[src/sv/qafs_pkg.sv]
`timescale 1ns / 1ps
// Shared types and constants of the quote-aware field splitter.
// Depends on nothing; every other file of the block but the RAM uses it by scoped names.
package qafs_pkg;

	// Count of buffered quoted bytes; wide enough for buffer depths up to 63.
	localparam int QCNT_W = 6;

	localparam int CFG_IDX_W  = 3;
	localparam int CFG_DATA_W = 32;

	// Configuration register indexes.
	localparam logic [CFG_IDX_W-1:0] REG_SEP_CHARS   = 3'd0;
	localparam logic [CFG_IDX_W-1:0] REG_SEP_COUNT   = 3'd1;
	localparam logic [CFG_IDX_W-1:0] REG_QUOTE_CHARS = 3'd2;
	localparam logic [CFG_IDX_W-1:0] REG_QUOTE_COUNT = 3'd3;
	localparam logic [CFG_IDX_W-1:0] REG_STRIP       = 3'd4;

	localparam logic [31:0] SEP_CHARS_RST   = 32'd44;
	localparam logic [2:0]  SEP_COUNT_RST   = 3'd1;
	localparam logic [15:0] QUOTE_CHARS_RST = 16'd34;
	localparam logic [1:0]  QUOTE_COUNT_RST = 2'd1;

	typedef struct packed {
		logic [31:0] sep_chars;
		logic [2:0]  sep_count;
		logic [15:0] quote_chars;
		logic [1:0]  quote_count;
		logic        strip;
	} cfg_t;

	// At most one command per input word: an optional leading byte, a flush of the
	// buffered quoted bytes, an optional trailing byte and an optional end mark,
	// carried out by the back end in that order.
	typedef struct packed {
		logic              pre_v;
		logic [7:0]        pre_c;
		logic [QCNT_W-1:0] flush_n;
		logic              post_v;
		logic [7:0]        post_c;
		logic              end_v;
		logic              ovf;
	} cmd_t;

	typedef struct packed {
		logic in_quote;
		logic flush_pend;
	} front_stat_t;

endpackage

[src/sv/quote_aware_field_splitter.sv]
`timescale 1ns / 1ps
// Top level of the quote-aware field splitter: configuration registers and
// the front end, command queue, quote buffer and back end. Uses qafs_pkg.
//
// Usage. Bytes of a string enter as words on the input queue (push/full),
// one byte per word, with string_end high on the final byte. Results leave
// on the output queue (empty/pop): each word is either a token character
// (item_kind 0) or the end mark of a nonempty token (item_kind 1), with the
// overflow flag of the current string and last_of_run marking the final
// result caused by one input word. Configuration is written through
// cfg_we/cfg_index/cfg_data while the block is idle.
//
// Timing. The back end loads each command from the queue and then emits
// its bytes, and takes no new command until the last one is done, so plain
// characters pass one command at a time. Opening a quote and buffering
// quoted bytes produce nothing. Closing a run flushes N buffered bytes at
// one per cycle while the output register is free, after a RAM read, and
// the input stays full until the flush has finished, because the flush
// reads the single buffer that new quoted bytes would write.
//
// Reset clears all quote, token and queue state and loads the default
// configuration (comma separator, double-quote, quotes stripped); the buffer
// RAM is not cleared. When the receiver stops popping, the output register
// holds its word, the command queue fills and then full rises.
module quote_aware_field_splitter #(
	parameter int QUOTE_DEPTH = 32
) (
	input  logic                            clk,
	input  logic                            arst_n,
	input  logic                            push,
	output logic                            full,
	input  logic [7:0]                      char_in,
	input  logic                            string_end,
	output logic                            empty,
	input  logic                            pop,
	output logic                            item_kind,
	output logic [7:0]                      char_out,
	output logic                            overflow,
	output logic                            last_of_run,
	input  logic                            cfg_we,
	input  logic [qafs_pkg::CFG_IDX_W-1:0]  cfg_index,
	input  logic [qafs_pkg::CFG_DATA_W-1:0] cfg_data
);

	localparam int AW = $clog2(QUOTE_DEPTH);

	qafs_pkg::cfg_t        cfg_q;
	qafs_pkg::cmd_t        f_cmd;
	qafs_pkg::cmd_t        q_cmd;
	qafs_pkg::front_stat_t f_stat;

	logic          cmd_push;
	logic          fifo_full;
	logic          fifo_empty;
	logic          fifo_rd;
	logic          flush_done;
	logic          buf_we;
	logic [AW-1:0] buf_waddr;
	logic [7:0]    buf_wdata;
	logic          buf_re;
	logic [AW-1:0] buf_raddr;
	logic [7:0]    buf_rdata;

	// Configuration registers; out-of-range indexes are ignored.
	always_ff @(posedge clk or negedge arst_n) begin
		if (!arst_n) begin
			cfg_q.sep_chars   <= qafs_pkg::SEP_CHARS_RST;
			cfg_q.sep_count   <= qafs_pkg::SEP_COUNT_RST;
			cfg_q.quote_chars <= qafs_pkg::QUOTE_CHARS_RST;
			cfg_q.quote_count <= qafs_pkg::QUOTE_COUNT_RST;
			cfg_q.strip       <= 1'b1;
		end else if (cfg_we) begin
			unique case (cfg_index)
				qafs_pkg::REG_SEP_CHARS:   cfg_q.sep_chars   <= cfg_data[31:0];
				qafs_pkg::REG_SEP_COUNT:   cfg_q.sep_count   <= cfg_data[2:0];
				qafs_pkg::REG_QUOTE_CHARS: cfg_q.quote_chars <= cfg_data[15:0];
				qafs_pkg::REG_QUOTE_COUNT: cfg_q.quote_count <= cfg_data[1:0];
				qafs_pkg::REG_STRIP:       cfg_q.strip       <= cfg_data[0];
				default: ;
			endcase
		end
	end

	qafs_front #(
		.QUOTE_DEPTH(QUOTE_DEPTH)
	) u_front (
		.clk        (clk),
		.arst_n     (arst_n),
		.cfg        (cfg_q),
		.push       (push),
		.char_in    (char_in),
		.string_end (string_end),
		.full       (full),
		.fifo_full  (fifo_full),
		.cmd_push   (cmd_push),
		.cmd        (f_cmd),
		.flush_done (flush_done),
		.buf_we     (buf_we),
		.buf_waddr  (buf_waddr),
		.buf_wdata  (buf_wdata),
		.stat       (f_stat)
	);

	qafs_cmd_fifo u_cmd_fifo (
		.clk    (clk),
		.arst_n (arst_n),
		.wr     (cmd_push),
		.wdata  (f_cmd),
		.full   (fifo_full),
		.rd     (fifo_rd),
		.rdata  (q_cmd),
		.empty  (fifo_empty)
	);

	qafs_ram #(
		.WIDTH(8),
		.DEPTH(QUOTE_DEPTH)
	) u_quote_buf (
		.clk   (clk),
		.we    (buf_we),
		.waddr (buf_waddr),
		.wdata (buf_wdata),
		.re    (buf_re),
		.raddr (buf_raddr),
		.rdata (buf_rdata)
	);

	qafs_back #(
		.QUOTE_DEPTH(QUOTE_DEPTH)
	) u_back (
		.clk         (clk),
		.arst_n      (arst_n),
		.fifo_empty  (fifo_empty),
		.fifo_rd     (fifo_rd),
		.fifo_data   (q_cmd),
		.buf_re      (buf_re),
		.buf_raddr   (buf_raddr),
		.buf_rdata   (buf_rdata),
		.flush_done  (flush_done),
		.pop         (pop),
		.empty       (empty),
		.item_kind   (item_kind),
		.char_out    (char_out),
		.overflow    (overflow),
		.last_of_run (last_of_run)
	);

	// The final word of a string always leaves the front end outside a run.
	a_end_clears_quote: assert property (@(posedge clk) disable iff (!arst_n)
		(push && !full && string_end) |=> !f_stat.in_quote)
		else $error("quote run still open after end of string");

	// The back end only finishes a flush that the front end is waiting on.
	a_flush_done_pending: assert property (@(posedge clk) disable iff (!arst_n)
		flush_done |-> f_stat.flush_pend)
		else $error("flush finished with no flush outstanding");

	// While a flush is outstanding no word may be taken in.
	a_pend_blocks_input: assert property (@(posedge clk) disable iff (!arst_n)
		f_stat.flush_pend |-> full)
		else $error("input open during a buffer flush");

	// A token end mark carries no character and closes its run of results.
	a_end_mark_form: assert property (@(posedge clk) disable iff (!arst_n)
		(!empty && item_kind) |-> (char_out == 8'd0 && last_of_run))
		else $error("malformed token end mark");

endmodule

[src/sv/qafs_ram.sv]
`timescale 1ns / 1ps
// Generic single-write, single-read RAM with a registered, enabled read port.
// Depends on nothing.
module qafs_ram #(
	parameter int WIDTH = 8,
	parameter int DEPTH = 32
) (
	input  logic                     clk,
	input  logic                     we,
	input  logic [$clog2(DEPTH)-1:0] waddr,
	input  logic [WIDTH-1:0]         wdata,
	input  logic                     re,
	input  logic [$clog2(DEPTH)-1:0] raddr,
	output logic [WIDTH-1:0]         rdata
);

	logic [WIDTH-1:0] mem_q [DEPTH];

	always_ff @(posedge clk) begin
		if (we) begin
			mem_q[waddr] <= wdata;
		end
		if (re) begin
			rdata <= mem_q[raddr];
		end
	end

endmodule

[src/sv/qafs_cmd_fifo.sv]
`timescale 1ns / 1ps
// Two-entry command queue between the front end and the back end.
// Depends on qafs_pkg for the command type.
module qafs_cmd_fifo (
	input  logic          clk,
	input  logic          arst_n,
	input  logic          wr,
	input  qafs_pkg::cmd_t wdata,
	output logic          full,
	input  logic          rd,
	output qafs_pkg::cmd_t rdata,
	output logic          empty
);

	qafs_pkg::cmd_t slot_q [2];
	logic       wp_q;
	logic       rp_q;
	logic [1:0] cnt_q;

	assign full  = (cnt_q == 2'd2);
	assign empty = (cnt_q == 2'd0);
	assign rdata = slot_q[rp_q];

	always_ff @(posedge clk) begin
		if (wr && !full) begin
			slot_q[wp_q] <= wdata;
		end
	end

	always_ff @(posedge clk or negedge arst_n) begin
		if (!arst_n) begin
			wp_q  <= 1'b0;
			rp_q  <= 1'b0;
			cnt_q <= 2'd0;
		end else begin
			if (wr && !full) begin
				wp_q <= !wp_q;
			end
			if (rd && !empty) begin
				rp_q <= !rp_q;
			end
			unique case ({wr && !full, rd && !empty})
				2'b10:   cnt_q <= cnt_q + 2'd1;
				2'b01:   cnt_q <= cnt_q - 2'd1;
				default: cnt_q <= cnt_q;
			endcase
		end
	end

endmodule

[src/sv/qafs_front.sv]
`timescale 1ns / 1ps
// Front end: accepts input words, classifies each byte, keeps the quote and
// token state, writes quoted bytes to the buffer and issues commands.
// Depends on qafs_pkg.
module qafs_front #(
	parameter int QUOTE_DEPTH = 32
) (
	input  logic                           clk,
	input  logic                           arst_n,
	input  qafs_pkg::cfg_t                 cfg,
	input  logic                           push,
	input  logic [7:0]                     char_in,
	input  logic                           string_end,
	output logic                           full,
	input  logic                           fifo_full,
	output logic                           cmd_push,
	output qafs_pkg::cmd_t                 cmd,
	input  logic                           flush_done,
	output logic                           buf_we,
	output logic [$clog2(QUOTE_DEPTH)-1:0] buf_waddr,
	output logic [7:0]                     buf_wdata,
	output qafs_pkg::front_stat_t          stat
);

	localparam int AW = $clog2(QUOTE_DEPTH);
	localparam logic [qafs_pkg::QCNT_W-1:0] DEPTH_C = qafs_pkg::QCNT_W'(QUOTE_DEPTH);

	logic                        in_quote_q;
	logic [7:0]                  open_q;
	logic [qafs_pkg::QCNT_W-1:0] cnt_q;
	logic                        has_q;
	logic                        ovf_q;
	logic                        pend_q;

	logic                        acc;
	logic                        is_sep;
	logic                        is_quote;
	logic                        sep_path;
	logic                        mid_has;
	logic                        iq_n;
	logic [7:0]                  open_n;
	logic [qafs_pkg::QCNT_W-1:0] cnt_n;
	logic                        has_n;
	logic                        ovf_n;
	qafs_pkg::cmd_t              cmd_n;

	// A flush in flight reads the buffer, so no new word enters until it ends.
	assign full = fifo_full || pend_q;
	assign acc  = push && !full;

	always_comb begin
		is_sep   = 1'b0;
		is_quote = 1'b0;
		for (int i = 0; i < 4; i++) begin
			if ((3'(i) < cfg.sep_count) && (cfg.sep_chars[8*i +: 8] == char_in)) begin
				is_sep = 1'b1;
			end
		end
		for (int i = 0; i < 2; i++) begin
			if ((2'(i) < cfg.quote_count) && (cfg.quote_chars[8*i +: 8] == char_in)) begin
				is_quote = 1'b1;
			end
		end
	end

	always_comb begin
		cmd_n    = '0;
		iq_n     = in_quote_q;
		open_n   = open_q;
		cnt_n    = cnt_q;
		ovf_n    = ovf_q;
		sep_path = 1'b0;
		buf_we   = 1'b0;
		if (in_quote_q) begin
			if (char_in == open_q) begin
				cmd_n.pre_v   = !cfg.strip;
				cmd_n.pre_c   = open_q;
				cmd_n.flush_n = cnt_q;
				cmd_n.post_v  = !cfg.strip;
				cmd_n.post_c  = char_in;
				iq_n          = 1'b0;
				open_n        = 8'd0;
				cnt_n         = '0;
			end else if (cnt_q < DEPTH_C) begin
				buf_we = acc;
				cnt_n  = cnt_q + qafs_pkg::QCNT_W'(1);
			end else begin
				ovf_n = 1'b1;
			end
		end else if (is_quote) begin
			// A byte in both sets opens a run.
			iq_n   = 1'b1;
			open_n = char_in;
			cnt_n  = '0;
		end else if (is_sep) begin
			sep_path    = 1'b1;
			cmd_n.end_v = has_q;
		end else begin
			cmd_n.pre_v = 1'b1;
			cmd_n.pre_c = char_in;
		end

		// An open run at the end of the string gives up its opening quote and
		// its buffered text joins the final token.
		if (string_end && iq_n) begin
			cmd_n.flush_n = cnt_n;
		end

		mid_has = !sep_path && (has_q || cmd_n.pre_v || cmd_n.post_v ||
			(cmd_n.flush_n != '0));
		if (string_end && mid_has) begin
			cmd_n.end_v = 1'b1;
		end
		cmd_n.ovf = ovf_n;
		has_n     = mid_has;

		if (string_end) begin
			iq_n   = 1'b0;
			open_n = 8'd0;
			cnt_n  = '0;
			has_n  = 1'b0;
			ovf_n  = 1'b0;
		end
	end

	assign cmd       = cmd_n;
	assign cmd_push  = acc && (cmd_n.pre_v || cmd_n.post_v || cmd_n.end_v ||
		(cmd_n.flush_n != '0));
	assign buf_waddr = cnt_q[AW-1:0];
	assign buf_wdata = char_in;

	assign stat.in_quote   = in_quote_q;
	assign stat.flush_pend = pend_q;

	always_ff @(posedge clk or negedge arst_n) begin
		if (!arst_n) begin
			in_quote_q <= 1'b0;
			open_q     <= 8'd0;
			cnt_q      <= '0;
			has_q      <= 1'b0;
			ovf_q      <= 1'b0;
			pend_q     <= 1'b0;
		end else begin
			if (acc) begin
				in_quote_q <= iq_n;
				open_q     <= open_n;
				cnt_q      <= cnt_n;
				has_q      <= has_n;
				ovf_q      <= ovf_n;
			end
			if (cmd_push && (cmd_n.flush_n != '0)) begin
				pend_q <= 1'b1;
			end else if (flush_done) begin
				pend_q <= 1'b0;
			end
		end
	end

endmodule

[src/sv/qafs_back.sv]
`timescale 1ns / 1ps
// Back end: carries out queued commands and produces result words into the
// output register, reading buffered quoted bytes from the RAM.
// Depends on qafs_pkg.
module qafs_back #(
	parameter int QUOTE_DEPTH = 32
) (
	input  logic                           clk,
	input  logic                           arst_n,
	input  logic                           fifo_empty,
	output logic                           fifo_rd,
	input  qafs_pkg::cmd_t                 fifo_data,
	output logic                           buf_re,
	output logic [$clog2(QUOTE_DEPTH)-1:0] buf_raddr,
	input  logic [7:0]                     buf_rdata,
	output logic                           flush_done,
	input  logic                           pop,
	output logic                           empty,
	output logic                           item_kind,
	output logic [7:0]                     char_out,
	output logic                           overflow,
	output logic                           last_of_run
);

	localparam int AW = $clog2(QUOTE_DEPTH);

	localparam logic [2:0] PH_IDLE  = 3'd0;
	localparam logic [2:0] PH_PRE   = 3'd1;
	localparam logic [2:0] PH_FRD   = 3'd2;
	localparam logic [2:0] PH_FLUSH = 3'd3;
	localparam logic [2:0] PH_POST  = 3'd4;
	localparam logic [2:0] PH_END   = 3'd5;

	function automatic logic [2:0] from_post(qafs_pkg::cmd_t c);
		return c.end_v ? PH_END : PH_IDLE;
	endfunction

	function automatic logic [2:0] from_flush(qafs_pkg::cmd_t c);
		return c.post_v ? PH_POST : from_post(c);
	endfunction

	function automatic logic [2:0] from_pre(qafs_pkg::cmd_t c);
		return (c.flush_n != '0) ? PH_FRD : from_flush(c);
	endfunction

	function automatic logic [2:0] first_phase(qafs_pkg::cmd_t c);
		return c.pre_v ? PH_PRE : from_pre(c);
	endfunction

	logic [2:0]                  ph_q;
	logic [2:0]                  ph_n;
	logic [qafs_pkg::QCNT_W-1:0] idx_q;
	logic [qafs_pkg::QCNT_W-1:0] idx_n;
	qafs_pkg::cmd_t              cmd_q;

	logic       out_v_q;
	logic       kind_q;
	logic [7:0] char_q;
	logic       ovf_q;
	logic       last_q;

	logic       out_free;
	logic       emit;
	logic       e_kind;
	logic [7:0] e_char;
	logic       e_last;

	assign out_free = !out_v_q || pop;
	assign fifo_rd  = (ph_q == PH_IDLE) && !fifo_empty;

	always_comb begin
		ph_n       = ph_q;
		idx_n      = idx_q;
		emit       = 1'b0;
		e_kind     = 1'b0;
		e_char     = 8'd0;
		e_last     = 1'b0;
		buf_re     = 1'b0;
		flush_done = 1'b0;
		unique case (ph_q)
			PH_IDLE: begin
				if (!fifo_empty) begin
					ph_n  = first_phase(fifo_data);
					idx_n = '0;
				end
			end
			PH_PRE: begin
				if (out_free) begin
					emit   = 1'b1;
					e_char = cmd_q.pre_c;
					ph_n   = from_pre(cmd_q);
					e_last = (ph_n == PH_IDLE);
				end
			end
			PH_FRD: begin
				buf_re = 1'b1;
				idx_n  = '0;
				ph_n   = PH_FLUSH;
			end
			PH_FLUSH: begin
				if (out_free) begin
					emit   = 1'b1;
					e_char = buf_rdata;
					if (idx_q == (cmd_q.flush_n - qafs_pkg::QCNT_W'(1))) begin
						flush_done = 1'b1;
						ph_n       = from_flush(cmd_q);
						e_last     = (ph_n == PH_IDLE);
					end else begin
						buf_re = 1'b1;
						idx_n  = idx_q + qafs_pkg::QCNT_W'(1);
					end
				end
			end
			PH_POST: begin
				if (out_free) begin
					emit   = 1'b1;
					e_char = cmd_q.post_c;
					ph_n   = from_post(cmd_q);
					e_last = !cmd_q.end_v;
				end
			end
			PH_END: begin
				if (out_free) begin
					emit   = 1'b1;
					e_kind = 1'b1;
					e_last = 1'b1;
					ph_n   = PH_IDLE;
				end
			end
			default: ph_n = PH_IDLE;
		endcase
	end

	assign buf_raddr = idx_n[AW-1:0];

	always_ff @(posedge clk or negedge arst_n) begin
		if (!arst_n) begin
			ph_q    <= PH_IDLE;
			idx_q   <= '0;
			out_v_q <= 1'b0;
		end else begin
			ph_q  <= ph_n;
			idx_q <= idx_n;
			if (emit) begin
				out_v_q <= 1'b1;
			end else if (pop) begin
				out_v_q <= 1'b0;
			end
		end
	end

	always_ff @(posedge clk) begin
		if (fifo_rd) begin
			cmd_q <= fifo_data;
		end
		if (emit) begin
			kind_q <= e_kind;
			char_q <= e_char;
			ovf_q  <= cmd_q.ovf;
			last_q <= e_last;
		end
	end

	assign empty       = !out_v_q;
	assign item_kind   = kind_q;
	assign char_out    = char_q;
	assign overflow    = ovf_q;
	assign last_of_run = last_q;

endmodule

[config.mk]
export PLATFORM = sky130hd
export DESIGN_NAME = quote_aware_field_splitter
export DESIGN_NICKNAME = d
export VERILOG_FILES = /design/src/sv/qafs_pkg.sv /design/src/sv/quote_aware_field_splitter.sv /design/src/sv/qafs_ram.sv /design/src/sv/qafs_cmd_fifo.sv /design/src/sv/qafs_front.sv /design/src/sv/qafs_back.sv
export SDC_FILE = /design/constraint.sdc
export NUM_CORES = 1
export LEC_CHECK = 0
export BUFFER_PORTS_ARGS = -buffer_cell sky130_fd_sc_hd__clkbuf_2
export CAP_MARGIN = 0
export CORE_MARGIN = 3
export CORE_UTILIZATION = 23
export CTS_CLUSTER_DIAMETER = 80
export DETAILED_ROUTE_END_ITERATION = 10
export GPL_ROUTABILITY_DRIVEN = 0
export PLACE_DENSITY_LB_ADDON = 0.05
export SLEW_MARGIN = 20
export SYNTH_ARGS = -nofsm -noshare
export SYNTH_HDL_FRONTEND = slang
export SYNTH_SLANG_ARGS = --single-unit
[constraint.sdc]
create_clock -name clk -period 9.55 [get_ports clk]
set_input_delay 0.4775 -clock clk [delete_from_list [all_inputs] [get_ports clk]]
set_output_delay 0.4775 -clock clk [all_outputs]
set_load 0.05 [all_outputs]
==> Yosys cells after proc, flatten, opt, wreduce, memory -nomap -nowiden <==
Memories as Yosys holds them, arrays and structs flattened. A register that Yosys moved wholly into a read port is not among the register bits.
Cells that the tools add are included.
{ "word_totals": {"output_inout_bits": 13, "register_bits": 122, "elab_cells": 208, "mem_count": 2, "in_bits": 49, "ramBits": 308} }
{ "memory_table": {"columns": ["name", "depth", "word_bits", "rd", "rd_clocked_by_memory_dff", "write_ports", "line_no", "rtl"], "rows": [
  ["u_quote_buf.mem_q", 32, 8, 1, 1, 1, "qafs_ram.sv:17", "logic [WIDTH-1:0] mem_q [DEPTH];"],
  ["u_cmd_fifo.slot_q", 2, 26, 1, 0, 1, "qafs_cmd_fifo.sv:15", "qafs_pkg::cmd_t slot_q [2];"]
]} }
{ "classes": {"n_eq_ne": 28, "n_lt_le_gt_ge": 7, "n_mux": 84, "n_addsub": 5, "n_reduce_logical": 54} }
{ "op_table": {"columns": ["cell", "count"], "rows": [
  ["$eq 8x8->1", 7],
  ["$mux 8", 7],
  ["$mux 6", 9],
  ["$mux 1", 44],
  ["$mux 3", 13],
  ["$mux 9", 3],
  ["$mux 24", 1],
  ["$pmux 8 s3", 1],
  ["$pmux 3 s6", 1],
  ["$pmux 6 s3", 1],
  ["$reduce_bool 6->1", 3],
  ["$logic_and 1x1->1", 15],
  ["$mux 15", 1],
  ["$add 6x1->6 const B", 2],
  ["$eq 3x2->1 const B", 4],
  ["$logic_not 3->1", 4],
  ["$ne 2x1->1 const B", 5],
  ["$reduce_and 2->1", 5],
  ["$eq 3x3->1 const B", 3],
  ["$logic_not 1->1", 9],
  ["$logic_or 1x1->1", 8],
  ["$eq 3x1->1 const B", 2],
  ["$eq 6x6->1", 1],
  ["$lt 1x3->1 const A", 2],
  ["20 further kinds", 27]
]} }

==> Longest topological paths before layout <==
{ "logic_depth": {"depth_word": 21, "mapped_depth": 14, "depth_no_buf": 12} }

==> Modules after synthesis <==
From an unflattened synthesis, not the netlist that was laid out.
{ "hier_totals": {"hier_cells": 1086, "hier_area_um2": 18850.6} }
{ "by_module_without_submodules": {"columns": ["module", "cells_each", "area_each_um2", "seq_area_each_um2", "n_inst"], "rows": [
  ["qafs_ram", 417, 10133.5, 7927.6, 1],
  ["qafs_back", 201, 2264.7, 1331.3, 1],
  ["qafs_front", 251, 2192.1, 450.4, 1],
  ["qafs_cmd_fifo", 99, 2173.3, 1661.6, 1],
  ["quote_aware_field_splitter", 118, 2087.0, 1361.3, 1]
]} }

==> Least setup slack after synthesis <==
Ideal clock, no wire load.
{ "synth_timing": {"path_kind": "input to register", "startpoint": "input port char_in[0]", "endpoint": "memory u_cmd_fifo.slot_q[0][0] in the netlist's numbering (enable)", "required_ps": 9141, "path_buffers": 1, "t_arrival_ps": 3219, "path_stages": 9, "path_slack_ps": 5922, "setup_time_ps": 409, "cell_sequence": "buf_2 > xnor2_1 > nand3_1 > o31ai_1 > a31oi_1 > o41ai_1 > a211oi_1 > o41ai_4 > nor2_1"} }
{ "synth_between": {"elab_chain_len": 21, "word_cells_on_any_way": 53, "classes_between": "7 x eq/ne; 27 x mux; 19 x reduce/logical"} }
{ "synth_rtl": {"columns": ["element", "line_no", "rtl"], "rows": [
  ["from (decl)", "quote_aware_field_splitter.sv:32", "input logic [7:0] char_in,"],
  ["$eq 8x8->1", "qafs_front.sv:55", "if ((3'(i) < cfg.sep_count) && (cfg.sep_chars[8*i +: 8] == char_in)) begin"],
  ["$logic_and 1x1->1", "qafs_front.sv:55", null],
  ["$mux 1 (4 in series)", "qafs_front.sv:55", null],
  ["$mux 9", "qafs_front.sv:95", "end else if (is_sep) begin"],
  ["$mux 9", "qafs_front.sv:90", "end else if (is_quote) begin"],
  ["$mux 9", "qafs_front.sv:74", "if (in_quote_q) begin"],
  ["$logic_or 1x1->1 (3 in series)", "qafs_front.sv:109", "mid_has = !sep_path && (has_q || cmd_n.pre_v || cmd_n.post_v ||"],
  ["$logic_and 1x1->1", "qafs_front.sv:109", null],
  ["$logic_and 1x1->1", "qafs_front.sv:111", "if (string_end && mid_has) begin"],
  ["$mux 1", "qafs_front.sv:111", null],
  ["$logic_or 1x1->1", "qafs_front.sv:127", "assign cmd_push = acc && (cmd_n.pre_v || cmd_n.post_v || cmd_n.end_v ||"],
  ["$logic_or 1x1->1 *", "qafs_front.sv:127", null],
  ["$logic_and 1x1->1 *", "qafs_front.sv:127", null],
  ["$logic_and 1x1->1 *", "qafs_cmd_fifo.sv:25", "if (wr && !full) begin"],
  ["$mux 1 *", "qafs_cmd_fifo.sv:25", null],
  ["$mux 1 (not written as such) *", "qafs_cmd_fifo.sv:26", "slot_q[wp_q] <= wdata;"],
  ["to (decl)", "qafs_cmd_fifo.sv:15", null]
]} }
Mark *: on every way between the ends. The rest lies on a longest branch, timed or not.

==> Final worst setup path <==
{ "layout_timing": {"startpoint": "register u_back.ph_q[0]", "endpoint": "register u_quote_buf.rdata[5] (read register of u_quote_buf.mem_q), data pin"} }
{ "layout_between": {"elab_chain_len": 2, "word_cells_on_any_way": 5, "classes_between": "2 x eq/ne; 2 x mux; 1 x reduce/logical"} }
{ "layout_rtl": {"columns": ["element", "line_no", "rtl"], "rows": [
  ["from (decl)", "qafs_back.sv:50", "logic [2:0] ph_q;"],
  ["from (signal assigned)", "qafs_back.sv:142", "ph_q <= ph_n;"],
  ["$eq 3x2->1 or $logic_not 3->1 (tied branches)", "qafs_back.sv:80", "unique case (ph_q)"],
  ["$pmux 6 s3 or $pmux 1 s2 (tied branches)", "qafs_back.sv:80", null],
  ["to (decl)", "qafs_ram.sv:14", "output logic [WIDTH-1:0] rdata"]
]} }
Several ways; a longest one is shown, not always the timed one.
A chain may end at the register's enable or synchronous reset.

==> results.ini <==
[critical_path]
slowest_delay_ns=0.72
critPathKind=reg2reg
critPathSlowestCell=buf_4
worst-path-buf-inv=2
crit_chain=nand2_1, nor2_1, nand2_1, o211ai_4, buf_4, buf_4, mux2i_1, nand2_1, a32oi_1, nand4_1
crit_required_ns=9.85
cp-start-kind=register
crit_top_cell=nand2_1
critPathCaptureType=register
crit_arrival_ns=4.99
crit_family=buffers and inverters
path_max_fanout=48

[timing]
max_freq_mhz=213
skew_ns=0.0226
drv_slew=0
hold_slack_ns=0.109
maxSlewHeadroom_pct=25.2
period_needed_ns=4.69
setup_viol=0
hold_viol=0
fin_crit_sh_pct=49.1
rsz0062_at_grt=false
worst_pin_slew_ns=1.12
fin_tns_setup_ns=0

[finish]
antenna_cells=0
instances_no_fill=2471
fin_nets=1424
regArea_mm2=0.0127
drive_gt1_share_pct=19.1
syn_to_final_growth_pct=17.3
final_cell_mix=edfxtp_1 (352), mux2i_1 (162), nand2_1 (114)
multi_input_area_mm2=0.00572
mostFrequentLayoutCell=edfxtp_1
fillers=8195

[place]
placedCellCount=2371
io_buffers=61
dp_hpwl_um=36600

[yosys]
synth_ff_type=edfxtp_1
synthDistinctLibCells=65
syn-num-nets=1349
synth_warnings=0
syn_area_mm2=0.0188
seq_area_frac_synth_pct=67.6
synth_edf_count=352
syn-instance-count=1292
syn_area_per_cell_um2=14.6
ys_ff_latch=438
synthArstFlopShare_pct=19.6

[die]
die_y_um=292
row_count=104
core_area_mm2=0.0808
start_util_pct=23.3
io_pins=62
die_area_mm2=0.0853
die_w_um=292

[route]
wl_per_cell_um=22.5
vias=10800
first_pass_iters=6
drtAntennaViolNets=0
drc=0
routed_wl_um=55600
viasPerCell=4.35
drt_iter0_drc=665

[cts]
cts_root_buf=clkbuf_16
clock-sinks=438
clkSlewWorstSetupHoldPaths_ns=0.06
worstSkewPairLatency_ns=0.61
cts_buffer_depth=3
numCtsBuffers=53
h-tree-depth=2
cts_tree=built
post_cts_buffers=0

[grt]
grtUsageMet1_pct=18.0
gr-usage-met2_pct=20.9
grt_busiest_layer=met2
use_met3_pct=2.33
grtUsageTotal_pct=13.0
grt_pass1_wl_um=81300
grt_pass1_vias=11300
antenna_found_initial=4
grt-ovfl-total=0
grt_max_degree=50

[pwr]
peakVddDrop_mv=0.138
cellPowerDensity_mw_per_mm2=277
p_leak_nw=7.47

[min_path]
hp-class=in2reg

[flow_run]
drv_cap=0

[status]
outcome=finished clean

[state kept, by name (all words and copies together), names as in the netlist, 6 cells and up]
| name | cells |
|---|---|
| u_front.open_q | 8 |
| u_cmd_fifo.slot_q | 52 |
| cfg_q | 54 |
| u_back.char_out | 8 |
| u_back.idx_q | 6 |
| u_quote_buf.rdata | 8 |
| u_back.cmd_q | 25 |
| u_front.cnt_q | 6 |
| u_quote_buf.mem_q | 256 |
[synthesized netlist by cell type (14+ instances only)]
| cell type | number | area (um2) |
|---|---|---|
| dfrtp_1 | 78 | 1950 |
| a32oi_1 | 35 | 307 |
| nand2_1 | 114 | 428 |
| buf_4 | 14 | 105 |
| nor2_1 | 88 | 330 |
| mux2i_1 | 162 | 1620 |
| edfxtp_1 | 352 | 10600 |
| a21oi_1 | 27 | 135 |
| xnor2_1 | 44 | 385 |
| inv_1 | 19 | 71.3 |
| buf_2 | 17 | 85.1 |
| o21ai_0 | 25 | 125 |
| clkbuf_1 | 29 | 109 |
| mux2_2 | 78 | 878 |
| xor2_1 | 25 | 219 |
| nand4_1 | 17 | 106 |
[logic make-up (layout without fill, tap and decap cells)]
logic type               Yosys count  in the layout  synth area share, %
multiplexers                     240            240                 13.3
buffers and inverters             87            206                 2.17
XOR/XNOR                          69             69                 3.21
AO/OA/AOI/OAI                    151            151                 5.81
AND/OR/NAND/NOR                  299            299                 7.38
adder cells (fa/ha/maj)            8              8                0.532
flip-flops                       438            438                 67.6
[final timing paths]
path                                                  endpoint                  startpoint  slack [ns]  cells past startpoint
worst max-delay path            u_quote_buf.rdata[5]$_DFFE_PP_  u_back.ph_q[0]$_DFFE_PN0P_        4.86                     10
worst min-delay path                     cfg_q[38]$_DFFE_PN0P_                cfg_data[16]        0.11                      2
worst max register to register  u_quote_buf.rdata[5]$_DFFE_PP_  u_back.ph_q[0]$_DFFE_PN0P_        4.86                     10
worst min register to register       u_back.overflow$_DFFE_PP_   u_back.cmd_q[0]$_DFFE_PP_        0.44                      0
max in group asynchronous            u_back.idx_q[2]$_DFF_PN0_                      arst_n        8.00                      3
min in group asynchronous                cfg_q[29]$_DFFE_PN0P_                      arst_n        0.39                      2
[worst reg2reg max path, stage by stage, from the launching register on]
cell and delay [ns]:
dfrtp_1 0.65, nand2_1 0.13, nor2_1 0.63, nand2_1 0.20, o211ai_4 0.19, buf_4 0.67
buf_4 0.76, mux2i_1 0.33, nand2_1 0.08, a32oi_1 0.61, nand4_1 0.15
[repair_timing]
action                    in CTS  in global routing
gates resized for setup        0                  0
hold endpoints to repair      36                  0
hold buffers                   1                  0
[metrics by stage]
stage	utilization (%)	power [mW]	cell area, um2	setup slack (ns)
2_1_floorplan	-	3.67	18800	5.92
3_3_place_gp	25.2	4.21	20300	4.49
3_5_place_dp	25.2	4.22	20300	4.54
4_1_cts	27.3	6.26	22100	4.63
5_1_grt	27.3	6.46	22100	4.39
6_report	27.3	6.12	22100	4.86
[layout make-up]
cell class | instances | area share, %
clock inverter | 24 | 1.09
timing repair buffer | 86 | 2.29
clock buffer | 75 | 6.70
multi-input combinational | 767 | 25.9
sequential | 438 | 57.7
tap | 1060 | 6.01
inverter | 21 | 0.357
[routing by layer]
metal	routed length, um	part of all wire [%]
met5	13	0.023
met4	1040	1.9
met3	2280	4.1
met2	25600	46
met1	26700	48
[power breakdown]
group	internal (mW)	leakage (nW)	total, mW	switching [mW]
Clock	1.18	0.841	2.00	0.812
Combinational	0.585	2.38	1.58	0.990
Sequential	2.37	4.25	2.55	0.184
(Power assumes the default switching activity.)
